===== src/sv/sha256_pkg.sv =====
// sha256_pkg: shared types and constants for the sha-256 byte stream hasher
// no dependencies
package sha256_pkg;

   typedef struct packed {
      logic [7:0] data_byte;
      logic       has_byte;
      logic       end_of_message;
   } req_type;

   typedef struct packed {
      logic [31:0] digest_word;
      logic        digest_last;
   } rsp_type;

   // classified item between front and back
   typedef struct packed {
      logic [7:0] data_byte;
      logic       has_byte;
      logic       end_of_message;
   } cmd_type;

   localparam logic [31:0] INIT_H [8] = '{
      32'h6a09e667, 32'hbb67ae85, 32'h3c6ef372, 32'ha54ff53a,
      32'h510e527f, 32'h9b05688c, 32'h1f83d9ab, 32'h5be0cd19};

   localparam logic [7:0] PAD_BYTE = 8'h80;
   localparam logic [5:0] LEN_POS  = 6'd56;

   function automatic logic [31:0] round_k(input logic [5:0] i);
      logic [31:0] k [64];
      k = '{
         32'h428a2f98, 32'h71374491, 32'hb5c0fbcf, 32'he9b5dba5, 32'h3956c25b, 32'h59f111f1,
         32'h923f82a4, 32'hab1c5ed5, 32'hd807aa98, 32'h12835b01, 32'h243185be, 32'h550c7dc3,
         32'h72be5d74, 32'h80deb1fe, 32'h9bdc06a7, 32'hc19bf174, 32'he49b69c1, 32'hefbe4786,
         32'h0fc19dc6, 32'h240ca1cc, 32'h2de92c6f, 32'h4a7484aa, 32'h5cb0a9dc, 32'h76f988da,
         32'h983e5152, 32'ha831c66d, 32'hb00327c8, 32'hbf597fc7, 32'hc6e00bf3, 32'hd5a79147,
         32'h06ca6351, 32'h14292967, 32'h27b70a85, 32'h2e1b2138, 32'h4d2c6dfc, 32'h53380d13,
         32'h650a7354, 32'h766a0abb, 32'h81c2c92e, 32'h92722c85, 32'ha2bfe8a1, 32'ha81a664b,
         32'hc24b8b70, 32'hc76c51a3, 32'hd192e819, 32'hd6990624, 32'hf40e3585, 32'h106aa070,
         32'h19a4c116, 32'h1e376c08, 32'h2748774c, 32'h34b0bcb5, 32'h391c0cb3, 32'h4ed8aa4a,
         32'h5b9cca4f, 32'h682e6ff3, 32'h748f82ee, 32'h78a5636f, 32'h84c87814, 32'h8cc70208,
         32'h90befffa, 32'ha4506ceb, 32'hbef9a3f7, 32'hc67178f2};
      return k[i];
   endfunction

   function automatic logic [31:0] rotr(input logic [31:0] x, input int n);
      return (x >> n) | (x << (32 - n));
   endfunction

endpackage


===== src/sv/sha256_fifo.sv =====
// sha256_fifo: small register queue between the front and back parts
// uses sha256_pkg::cmd_type
module sha256_fifo #(
   parameter int DEPTH = 4
) (
   input  logic                 clock,
   input  logic                 reset,
   input  logic                 wr_en,
   input  sha256_pkg::cmd_type  wr_data,
   output logic                 full,
   input  logic                 rd_en,
   output sha256_pkg::cmd_type  rd_data,
   output logic                 empty
);
   localparam int AW = $clog2(DEPTH);

   sha256_pkg::cmd_type mem_ff [DEPTH];
   logic [AW-1:0] wp_ff, wp_in, rp_ff, rp_in;
   logic [AW:0]   cnt_ff, cnt_in;

   assign full    = (cnt_ff == (AW+1)'(DEPTH));
   assign empty   = (cnt_ff == '0);
   assign rd_data = mem_ff[rp_ff];

   always_comb begin
      wp_in  = wp_ff;
      rp_in  = rp_ff;
      cnt_in = cnt_ff;
      if (wr_en) begin
         wp_in = (wp_ff == AW'(DEPTH-1)) ? '0 : wp_ff + 1'b1;
      end
      if (rd_en) begin
         rp_in = (rp_ff == AW'(DEPTH-1)) ? '0 : rp_ff + 1'b1;
      end
      if (wr_en && !rd_en) begin
         cnt_in = cnt_ff + 1'b1;
      end else if (rd_en && !wr_en) begin
         cnt_in = cnt_ff - 1'b1;
      end
   end

   always_ff @(posedge clock) begin
      if (reset) begin
         wp_ff  <= '0;
         rp_ff  <= '0;
         cnt_ff <= '0;
      end else begin
         wp_ff  <= wp_in;
         rp_ff  <= rp_in;
         cnt_ff <= cnt_in;
      end
      if (wr_en) begin
         mem_ff[wp_ff] <= wr_data;
      end
   end
endmodule


===== src/sv/sha256_core.sv =====
// sha256_core: back part; block buffer, padding, 64-round compression, digest output
// uses sha256_pkg for types, round constants and initial hash values
module sha256_core (
   input  logic                 clock,
   input  logic                 reset,
   input  logic                 cmd_valid,
   input  sha256_pkg::cmd_type  cmd,
   output logic                 cmd_take,
   output logic                 rsp_empty,
   input  logic                 rsp_pop,
   output sha256_pkg::rsp_type  rsp_data
);
   localparam logic [2:0] ST_ABSORB = 3'd0;
   localparam logic [2:0] ST_ROUND  = 3'd1;
   localparam logic [2:0] ST_ADD    = 3'd2;
   localparam logic [2:0] ST_PAD    = 3'd3;
   localparam logic [2:0] ST_EMIT   = 3'd4;

   logic [2:0]  state_ff, state_in;
   logic [31:0] w_ff [16];
   logic [31:0] w_in [16];
   logic [31:0] h_ff [8];
   logic [31:0] h_in [8];
   logic [31:0] v_ff [8];
   logic [31:0] v_in [8];
   logic [5:0]  fill_ff, fill_in;
   logic [5:0]  rnd_ff, rnd_in;
   logic [60:0] len_ff, len_in;
   logic        fin_ff, fin_in;    // end mark seen for the message being compressed
   logic        last_ff, last_in;  // this block carries the length
   logic [2:0]  out_ff, out_in;
   // set once the pad byte has been placed in a block of this message
   logic        fin_pad_ff, fin_pad_in;

   logic [7:0]  blk [64];
   logic [7:0]  nbyte;
   logic [31:0] s0, s1, wnew, t1, t2;
   logic [63:0] bitlen;

   // w_ff viewed as bytes, read when the padding step rewrites the block
   always_comb begin
      for (int i = 0; i < 16; i++) begin
         for (int j = 0; j < 4; j++) begin
            blk[4*i+j] = w_ff[i][31-8*j -: 8];
         end
      end
   end

   assign bitlen = {len_ff, 3'b000};
   assign s0 = sha256_pkg::rotr(w_ff[1], 7) ^ sha256_pkg::rotr(w_ff[1], 18) ^ (w_ff[1] >> 3);
   assign s1 = sha256_pkg::rotr(w_ff[14], 17) ^ sha256_pkg::rotr(w_ff[14], 19)
             ^ (w_ff[14] >> 10);
   assign wnew = s1 + w_ff[9] + s0 + w_ff[0];
   assign t1 = v_ff[7]
             + (sha256_pkg::rotr(v_ff[4], 6) ^ sha256_pkg::rotr(v_ff[4], 11)
                ^ sha256_pkg::rotr(v_ff[4], 25))
             + ((v_ff[4] & v_ff[5]) ^ (~v_ff[4] & v_ff[6]))
             + sha256_pkg::round_k(rnd_ff) + w_ff[0];
   assign t2 = (sha256_pkg::rotr(v_ff[0], 2) ^ sha256_pkg::rotr(v_ff[0], 13)
                ^ sha256_pkg::rotr(v_ff[0], 22))
             + ((v_ff[0] & v_ff[1]) ^ (v_ff[0] & v_ff[2]) ^ (v_ff[1] & v_ff[2]));

   assign cmd_take  = (state_ff == ST_ABSORB) && cmd_valid;
   assign rsp_empty = (state_ff != ST_EMIT);
   assign rsp_data.digest_word = h_ff[out_ff];
   assign rsp_data.digest_last = (out_ff == 3'd7);

   always_comb begin
      state_in = state_ff;
      w_in     = w_ff;
      h_in     = h_ff;
      v_in     = v_ff;
      fill_in  = fill_ff;
      rnd_in   = rnd_ff;
      len_in   = len_ff;
      fin_in   = fin_ff;
      last_in  = last_ff;
      out_in   = out_ff;
      nbyte    = '0;
      unique case (state_ff)
         ST_ABSORB: begin
            if (cmd_valid) begin
               if (cmd.has_byte) begin
                  w_in[fill_ff[5:2]][31-8*fill_ff[1:0] -: 8] = cmd.data_byte;
                  fill_in = fill_ff + 1'b1;
                  len_in  = len_ff + 1'b1;
               end
               fin_in = cmd.end_of_message;
               if (cmd.has_byte && fill_ff == 6'd63) begin
                  last_in  = 1'b0;
                  v_in     = h_ff;
                  rnd_in   = '0;
                  state_in = ST_ROUND;
               end else if (cmd.end_of_message) begin
                  state_in = ST_PAD;
               end
            end
         end
         ST_PAD: begin
            // pad byte then zeros from fill position; length if it fits
            for (int b = 0; b < 64; b++) begin
               if (b[5:0] == fill_ff) begin
                  nbyte = sha256_pkg::PAD_BYTE;
               end else if (b[5:0] > fill_ff) begin
                  nbyte = 8'h00;
               end else begin
                  nbyte = blk[b];
               end
               if (fill_ff < sha256_pkg::LEN_POS && b >= 56) begin
                  nbyte = bitlen[63-8*(b-56) -: 8];
               end
               w_in[b/4][31-8*(b%4) -: 8] = nbyte;
            end
            last_in  = (fill_ff < sha256_pkg::LEN_POS);
            fin_in   = 1'b1;
            v_in     = h_ff;
            rnd_in   = '0;
            state_in = ST_ROUND;
         end
         ST_ROUND: begin
            v_in[7] = v_ff[6];
            v_in[6] = v_ff[5];
            v_in[5] = v_ff[4];
            v_in[4] = v_ff[3] + t1;
            v_in[3] = v_ff[2];
            v_in[2] = v_ff[1];
            v_in[1] = v_ff[0];
            v_in[0] = t1 + t2;
            for (int i = 0; i < 15; i++) begin
               w_in[i] = w_ff[i+1];
            end
            w_in[15] = wnew;
            rnd_in = rnd_ff + 1'b1;
            if (rnd_ff == 6'd63) begin
               state_in = ST_ADD;
            end
         end
         ST_ADD: begin
            for (int i = 0; i < 8; i++) begin
               h_in[i] = h_ff[i] + v_ff[i];
            end
            if (!fin_ff) begin
               state_in = ST_ABSORB;
            end else if (last_ff) begin
               out_in   = '0;
               state_in = ST_EMIT;
            end else begin
               // second padding block: zeros and length, led by the pad byte if not yet placed
               for (int i = 0; i < 14; i++) begin
                  w_in[i] = '0;
               end
               w_in[14] = bitlen[63:32];
               w_in[15] = bitlen[31:0];
               // full block with end mark: pad byte leads
               if (fill_ff == '0 && !fin_pad_ff) begin
                  w_in[0] = {sha256_pkg::PAD_BYTE, 24'h0};
               end
               last_in  = 1'b1;
               v_in     = h_in;
               rnd_in   = '0;
               state_in = ST_ROUND;
            end
         end
         ST_EMIT: begin
            if (rsp_pop) begin
               out_in = out_ff + 1'b1;
               if (out_ff == 3'd7) begin
                  for (int i = 0; i < 8; i++) begin
                     h_in[i] = sha256_pkg::INIT_H[i];
                  end
                  fill_in  = '0;
                  len_in   = '0;
                  fin_in   = 1'b0;
                  state_in = ST_ABSORB;
               end
            end
         end
         default: state_in = ST_ABSORB;
      endcase
   end

   always_comb begin
      fin_pad_in = fin_pad_ff;
      if (state_ff == ST_PAD) begin
         fin_pad_in = 1'b1;
      end else if (state_ff == ST_EMIT) begin
         fin_pad_in = 1'b0;
      end
   end

   always_ff @(posedge clock) begin
      if (reset) begin
         state_ff   <= ST_ABSORB;
         fill_ff    <= '0;
         len_ff     <= '0;
         fin_ff     <= 1'b0;
         fin_pad_ff <= 1'b0;
         last_ff    <= 1'b0;
         rnd_ff     <= '0;
         out_ff     <= '0;
         for (int i = 0; i < 8; i++) begin
            h_ff[i] <= sha256_pkg::INIT_H[i];
         end
      end else begin
         state_ff   <= state_in;
         fill_ff    <= fill_in;
         len_ff     <= len_in;
         fin_ff     <= fin_in;
         fin_pad_ff <= fin_pad_in;
         last_ff    <= last_in;
         rnd_ff     <= rnd_in;
         out_ff     <= out_in;
         h_ff       <= h_in;
      end
      w_ff <= w_in;
      v_ff <= v_in;
   end
endmodule


===== src/sv/sha256_byte_stream_hasher.sv =====
// sha256_byte_stream_hasher: top level; front queue feeding the compression back end
// uses sha256_pkg, sha256_fifo, sha256_core
//
//  channel  ports                      beat
//  req      req_push, req_full, req    one message byte and/or end mark
//  rsp      rsp_empty, rsp_pop, rsp    one 32-bit digest word, H0 first
//
// the back end takes a byte only while absorbing; a full block is then compressed
// one round per cycle on a single round unit, followed by the chaining add
// an end mark adds a padding step (none when its byte completes a block)
// plus one or two blocks, then 8 digest beats
// the front queue keeps accepting up to QUEUE_DEPTH beats while the back end compresses
// synchronous active-high reset restores the initial hash values and empties the queue
module sha256_byte_stream_hasher #(
   parameter int QUEUE_DEPTH = 4
) (
   input  logic                clock,
   input  logic                reset,
   input  logic                req_push,
   output logic                req_full,
   input  sha256_pkg::req_type req,
   output logic                rsp_empty,
   input  logic                rsp_pop,
   output sha256_pkg::rsp_type rsp
);
   sha256_pkg::cmd_type q_wr, q_rd;
   logic q_empty, q_take;

   // front: classify beat into a queued command
   assign q_wr.data_byte      = req.has_byte ? req.data_byte : 8'h00;
   assign q_wr.has_byte       = req.has_byte;
   assign q_wr.end_of_message = req.end_of_message;

   sha256_fifo #(.DEPTH(QUEUE_DEPTH)) u_queue (
      .clock   (clock),
      .reset   (reset),
      .wr_en   (req_push && !req_full),
      .wr_data (q_wr),
      .full    (req_full),
      .rd_en   (q_take),
      .rd_data (q_rd),
      .empty   (q_empty)
   );

   // back: block buffer, rounds and digest output
   sha256_core u_core (
      .clock     (clock),
      .reset     (reset),
      .cmd_valid (!q_empty),
      .cmd       (q_rd),
      .cmd_take  (q_take),
      .rsp_empty (rsp_empty),
      .rsp_pop   (rsp_pop),
      .rsp_data  (rsp)
   );
endmodule

===== config.mk =====
export PLATFORM = sky130hd
export DESIGN_NAME = sha256_byte_stream_hasher
export DESIGN_NICKNAME = d
export VERILOG_FILES = /design/src/sv/sha256_pkg.sv /design/src/sv/sha256_fifo.sv /design/src/sv/sha256_core.sv /design/src/sv/sha256_byte_stream_hasher.sv
export SDC_FILE = /design/constraint.sdc
export NUM_CORES = 2
export LEC_CHECK = 0
export ABC_CLOCK_PERIOD_IN_PS = 10800
export BUFFER_PORTS_ARGS = -buffer_cell sky130_fd_sc_hd__buf_4
export CORE_ASPECT_RATIO = 0.8
export CORE_MARGIN = 5
export CORE_UTILIZATION = 46
export CTS_CLUSTER_DIAMETER = 30
export CTS_CLUSTER_SIZE = 30
export DETAILED_ROUTE_END_ITERATION = 6
export SLEW_MARGIN = 30
export SYNTH_ARGS = -nofsm -noshare
export SYNTH_HDL_FRONTEND = slang
export SYNTH_SLANG_ARGS = --single-unit

===== constraint.sdc =====
create_clock -name clock -period 10.8 [get_ports clock]
set_input_delay 3.24 -clock clock [delete_from_list [all_inputs] [get_ports clock]]
set_output_delay 3.24 -clock clock [all_outputs]
set_load 0.01 [all_outputs]

=== Word level (Yosys, flattened, before mapping) ===
Memories as Yosys holds them, arrays and structs flattened. A register that Yosys moved wholly into a read port is not among the register bits.
Index checks and enable logic that the tools add are counted.

* Logic and storage cells: 668
* Bits of input ports: 14
* Memories: 2
* Bits in read-only memories: 2048
* Output and inout bits: 35
* Bits in writable memories: 40
* Register bits after elaboration: 1113

* Bitwise logic cells: 30
* Mux-type cells: 205
* Reduce and logical (&&, ||, !) cells: 93
* Add/sub/neg operators: 28
* Equal/unequal tests: 148
* Magnitude comparators: 69
* Shift operators: 2

{| class="wikitable"
|+ Memory list
! memory !! depth !! bits a word !! read ports !! clocked after Yosys merged registers in !! write ports !! RTL line !! RTL
|-
| (no name shown) || 64 || 32 || 1 || 0 || 0 || sha256_pkg.sv:44 || <nowiki>return k[i];</nowiki>
|-
| u_queue.mem_ff || 4 || 10 || 1 || 1 || 1 || sha256_fifo.sv:17 || <nowiki>sha256_pkg::cmd_type mem_ff [DEPTH];</nowiki>
|}

{| class="wikitable"
|+ Operators by type and width
! cell !! count
|-
| 512-bit two-way mux || 4
|-
| 512-bit case mux with 4 select lines || 1
|-
| 256-bit two-way mux || 6
|-
| 8-bit two-way mux || 137
|-
| 256-bit case mux with 4 select lines || 1
|-
| 32-bit adder || 18
|-
| 512-bit bitwise mux || 1
|-
| 256-bit case mux with 2 select lines || 1
|-
| 6-bit AND reduction || 64
|-
| 32-bit bitwise XOR || 9
|-
| 61-bit two-way mux || 4
|-
| 6-bit == test (first input constant) || 32
|-
| 6-bit > comparator (first input constant) || 32
|-
| 32-bit two-way mux || 6
|-
| 3-bit by 1-bit != test with 1-bit output (second input constant) || 56
|-
| 32-bit AND || 5
|-
| 32-bit demux with 4-bit select || 1
|-
| 61-bit case mux with 2 select lines || 1
|-
| 32-bit binary-select mux with 3-bit select || 1
|-
| 5-bit by 6-bit == test with 1-bit output (first input constant) || 16
|-
| 5-bit by 6-bit > comparator with 1-bit output (first input constant) || 16
|-
| 61-bit by 1-bit adder with 61-bit output (second input constant) || 1
|-
| 4-bit by 6-bit == test with 1-bit output (first input constant) || 8
|-
| 4-bit by 6-bit > comparator with 1-bit output (first input constant) || 8
|-
| 64 further kinds || 146
|}

=== Logic depth before layout (Yosys ltp) ===
* Depth in word-level cells: 9
* Mapped depth: 42

=== Hierarchy ===
Synthesis repeated with hierarchy kept, for this count alone.

* Cell total of the unflattened synthesis: 8570
* Area total of the unflattened synthesis: 79429.9 um^2

{| class="wikitable"
|+ By module, submodules not included
! module !! cells each !! area an instance (um^2) !! times used
|-
| sha256_core || 8464 || 77486.8 || 1
|-
| sha256_fifo || 96 || 1883.1 || 1
|-
| sha256_byte_stream_hasher || 10 || 60.1 || 1
|}

=== Worst setup path after synthesis ===
No wires, ideal clock.

* Kind: register -> register
* Start: register u_core.rnd_ff[3]
* End: register u_core.v_ff[254] (netlist name) (data pin)
* Required time: 10.541 ns
* Stages on the path, launching flop included: 40
* Slack: 2.068 ns
* Arrival: 8.473 ns
* Path buffers: 6
* Cell sequence: dfxtp_1 clkbuf_1 clkbuf_1 clkbuf_1 clkbuf_1 clkbuf_1 clkbuf_1 nand2_1 o311ai_0 nand2_1 o21ai_0 fa_1 fa_1 fa_1 inv_1 ha_1 fa_1 a211oi_1 [... 4 more ...] o21ai_1 a21oi_1 nor2_1 xnor2_1 inv_1 fa_1 inv_1 ha_1 a21o_1 a221o_1 or3_1 a311oi_1 nor3_1 nor3_1 nor3_1 mux2i_1 a21oi_1 a211o_1

{| class="wikitable"
|+ RTL lines
! what !! RTL line !! RTL
|-
| start: declaration || sha256_core.sv:27 || <nowiki>logic [5:0] rnd_ff, rnd_in;</nowiki>
|-
| start signal: assignment || sha256_core.sv:211 || <nowiki>rnd_ff <= rnd_in;</nowiki>
|-
| end signal: assignment || sha256_core.sv:216 || <nowiki>v_ff <= v_in;</nowiki>
|-
| end: declaration || sha256_core.sv:24 || <nowiki>logic [31:0] v_ff [8];</nowiki>
|}

==> impl_summary.txt <==
----------------------------------------------------
[Routing]
  Total Wirelength ... 310 mm
  Number of design rule violations left after detail routing ... 12
  Via-to-Cell Ratio ... 6.41
  Final antenna-violating net count ... 0
  Post-DR wirelength/cell ... 28.7 µm
  DR pass1 iterations ... 7
  Routed via count ... 69400
  DR iter-0 viols ... 9966

[Cells and area]
  Share of layout cells above drive strength 1 ... 10.8%
  Non-filler cells, final ... 10800
  Area of all placed cells without fillers ... 90900 µm²
  Final core utilization ... 53.8%
  Number of fill cells ... 15100
  Total number of nets in the final design ... 8954
  Synth-to-layout area growth ... 16.4%
  Most frequent cells in the layout ... sky130_fd_sc_hd__nand2_1 (1085), sky130_fd_sc_hd__edfxtp_1 (808), sky130_fd_sc_hd__o21ai_0 (763)
  Most frequent standard cell in the layout excluding fill and tap cells ... sky130_fd_sc_hd__nand2_1

[Floorplanning]
  Chip width ... 471 µm
  Core Rows ... 135
  Placeable core area ... 169000 µm²
  Floorplan die height ... 379 µm
  Starting Density ... 46.2%
  Boundary pin count ... 49
  Die outline area ... 178000 µm²

[Synth]
  Cells after synthesis ... 8335
  Post-Syn Nets ... 8950
  Most instantiated flip-flop cell in the synthesis netlist ... sky130_fd_sc_hd__edfxtp_1
  Number of warnings issued by yosys ... 0
  Proportion of synthesized flip-flops having asynchronous set or reset ... 0%
  Sequential share of the synthesized area ... 40.0%
  Netlist Area Pre-Place ... 78100 µm²
  Syn_area_per_cell ... 9.37 µm²
  Post-synthesis sequential element count ... 1155
  Count of distinct cell types in the synthesized netlist ... 99
  Count of flip-flops with a built-in enable after synthesis ... 808

[Critical path]
  Critical-path cell with the highest stage delay ... sky130_fd_sc_hd__ha_1
  Worst flop-to-flop path startpoint ... u_core.rnd_ff[1]
  Crit. Startpoint ... u_core.rnd_ff[1]
  Biggest cell delay along the critical path ... 0.58 ns
  Worst Path Required ... 11.44 ns
  Crit path max fanout ... 10
  Kind of critical path ... register to register
  Data arrival time of the critical path ... 10.88 ns
  Type of origin of the critical path ... register
  Worst path most repeated cell ... sky130_fd_sc_hd__fa_1
  Endpoint class of the critical path ... register

[CTS]
  CTS-repair resized insts ... 0
  Number of buffers between clock root and the deepest sink ... 4
  TritonCTS clock tree ... done
  Number of CTS-inserted buffers ... 303
  Later-pin clock latency in the skew report ... 0.92 ns
  CTS HTree Levels ... 5
  Hold buffer count at CTS ... 0
  Total setup buffers inserted after CTS ... 0
  Reg clk slew, reported paths ... 0.05 ns
  Number of sinks driven by the clock tree ... 1155
  CTS Root Cell ... sky130_fd_sc_hd__clkbuf_16

[Placed design]
  Number of port buffers ... 48
  Final estimated routing congestion in global placement ... 1.03
  Instance count after placement with tap cells included ... 10300
  Total half-perimeter wirelength after legalization and detailed placement ... 222 mm
  Placed cell areas ... 80900 µm²

[Outcome]
  Violated checks ... DRC
  Outcome ... finished with violations

[GRT]
  Vias in the first global route ... 64800
  Pin count of the biggest net entering global routing ... 175
  GRT Util Overall ... 33.7%
  Global-route wire length before repair ... 449 mm
  Number of antenna violations at the first check in global routing ... 11
  Global route total overflow ... 0

[Worst hold path]
  Worst min-delay path startpoint ... u_queue.rp_ff[1]
  Hold/Removal Path Class ... register to register

[Timing]
  Hold violation count in the final report ... 0
  Setup skew after layout ... 0.0789 ns
  Setup repair after global routing missed its margin ... false
  Fraction of the cycle the final worst path needs ... 94.9%
  Final setup violation count ... 0
  Achievable frequency ... 97.6 MHz
  Relative slew margins ... 24.1%
  Slew at the pin with the worst max-slew slack ... 1.13 ns
  Final-report max-slew violation count ... 0
  Setup tns final ... 0 ns
  Crit path time final ... 10.25 ns

[Job]
  Max Cap Violations ... 0

----------------------------------------------------
==> final cells by class <==
cell class | count | area, µm² | area share [%]
Timing Repair Buffer | 199 | 1660 | 1.82
Tap cell | 2260 | 2830 | 3.11
Sequential cell | 1155 | 31200 | 34.4
Inverter | 295 | 1120 | 1.23
Antenna cell | 1 | 2.50 | 0.00275
Multi-Input combinational cell | 6385 | 44200 | 48.6
Clock inverter | 153 | 1680 | 1.85
Clock buffer | 378 | 8180 | 9.00
==> layer usage <==
layer  GRT usage, %  part of all wire, %  up-vias
met4           9.17                  2.7        6
met3           13.8                   14      541
met2           43.7                   38     4186
met1           50.7                   45    34300
li1               -                    -    30400
met5              0                0.069        -
==> synth_stat cells (28+ instances only) <==
cell | count | area (µm²)
sky130_fd_sc_hd__and3_1 | 54 | 338
sky130_fd_sc_hd__buf_1 | 40 | 150
sky130_fd_sc_hd__o21ai_1 | 37 | 185
sky130_fd_sc_hd__nor2b_1 | 72 | 450
sky130_fd_sc_hd__nand2_1 | 1090 | 4090
sky130_fd_sc_hd__o22ai_1 | 106 | 663
sky130_fd_sc_hd__nor3_1 | 146 | 731
sky130_fd_sc_hd__o211ai_1 | 46 | 345
sky130_fd_sc_hd__mux2_2 | 42 | 473
sky130_fd_sc_hd__xor2_1 | 218 | 1910
sky130_fd_sc_hd__xnor2_1 | 413 | 3620
sky130_fd_sc_hd__and2_1 | 44 | 275
sky130_fd_sc_hd__or3_1 | 44 | 275
sky130_fd_sc_hd__nand4_1 | 28 | 175
sky130_fd_sc_hd__or2_2 | 56 | 350
sky130_fd_sc_hd__nand2b_1 | 93 | 582
sky130_fd_sc_hd__inv_1 | 289 | 1080
sky130_fd_sc_hd__o21a_1 | 68 | 510
sky130_fd_sc_hd__ha_1 | 405 | 5070
sky130_fd_sc_hd__fa_1 | 196 | 3920
sky130_fd_sc_hd__edfxtp_1 | 808 | 24300
sky130_fd_sc_hd__nor2_1 | 588 | 2210
sky130_fd_sc_hd__o21bai_1 | 98 | 736
sky130_fd_sc_hd__nand3_1 | 100 | 500
sky130_fd_sc_hd__a211oi_1 | 51 | 383
sky130_fd_sc_hd__a22o_1 | 43 | 377
sky130_fd_sc_hd__a31oi_1 | 46 | 288
sky130_fd_sc_hd__a22oi_1 | 196 | 1470
sky130_fd_sc_hd__dfxtp_1 | 347 | 6950
sky130_fd_sc_hd__o21ai_0 | 768 | 3840
sky130_fd_sc_hd__clkbuf_1 | 450 | 1690
sky130_fd_sc_hd__o221ai_1 | 34 | 298
sky130_fd_sc_hd__a21o_1 | 173 | 1300
sky130_fd_sc_hd__mux2i_1 | 41 | 410
sky130_fd_sc_hd__a21oi_1 | 690 | 3450
sky130_fd_sc_hd__mux4_2 | 78 | 1760
==> cell families after synthesis <==
group	count (synthesis)	synth area share, %
buffers and inverters	795	3.85
AND/OR/NAND/NOR	2377	13.4
adder cells (fa/ha/maj)	611	11.6
flip-flops	1155	40.0
AO/OA/AOI/OAI	2604	20.6
multiplexers	161	3.38
XOR/XNOR	632	7.11
==> per-stage QoR <==
stage          setup slack (ns)  hold slack (ns)
6_report                  0.554            0.485
5_1_grt                  0.0746            0.512
3_5_place_dp              0.863            0.478
4_1_cts                   0.827            0.481
3_3_place_gp              0.928            0.470
2_1_floorplan              2.07            0.453
==> path summary, 6_finish.rpt <==
| path | end | depth (start not counted) | slack [ns] |
|---|---|---|---|
| max | u_core.v_ff[254] | 36 | 0.55 |
| min | register | 2 | 0.49 |
| max reg2reg | u_core.v_ff[254] | 36 | 0.55 |
| min reg2reg | register | 2 | 0.49 |
==> worst max-delay path, delay by kind of cell, from the launching register on <==
kind / cells / cell delay (ns)
AO/OA/AOI/OAI: 14 / 3.59
XOR/XNOR: 1 / 0.17
adder cells (fa/ha/maj): 8 / 3.55
buffers and inverters: 5 / 0.52
flip-flops: 1 / 0.47
AND/OR/NAND/NOR: 7 / 1.50
multiplexers: 1 / 0.17
Power is not shown: default switching activity piles up to over one toggle a cycle in this logic, so the estimate is an artifact.
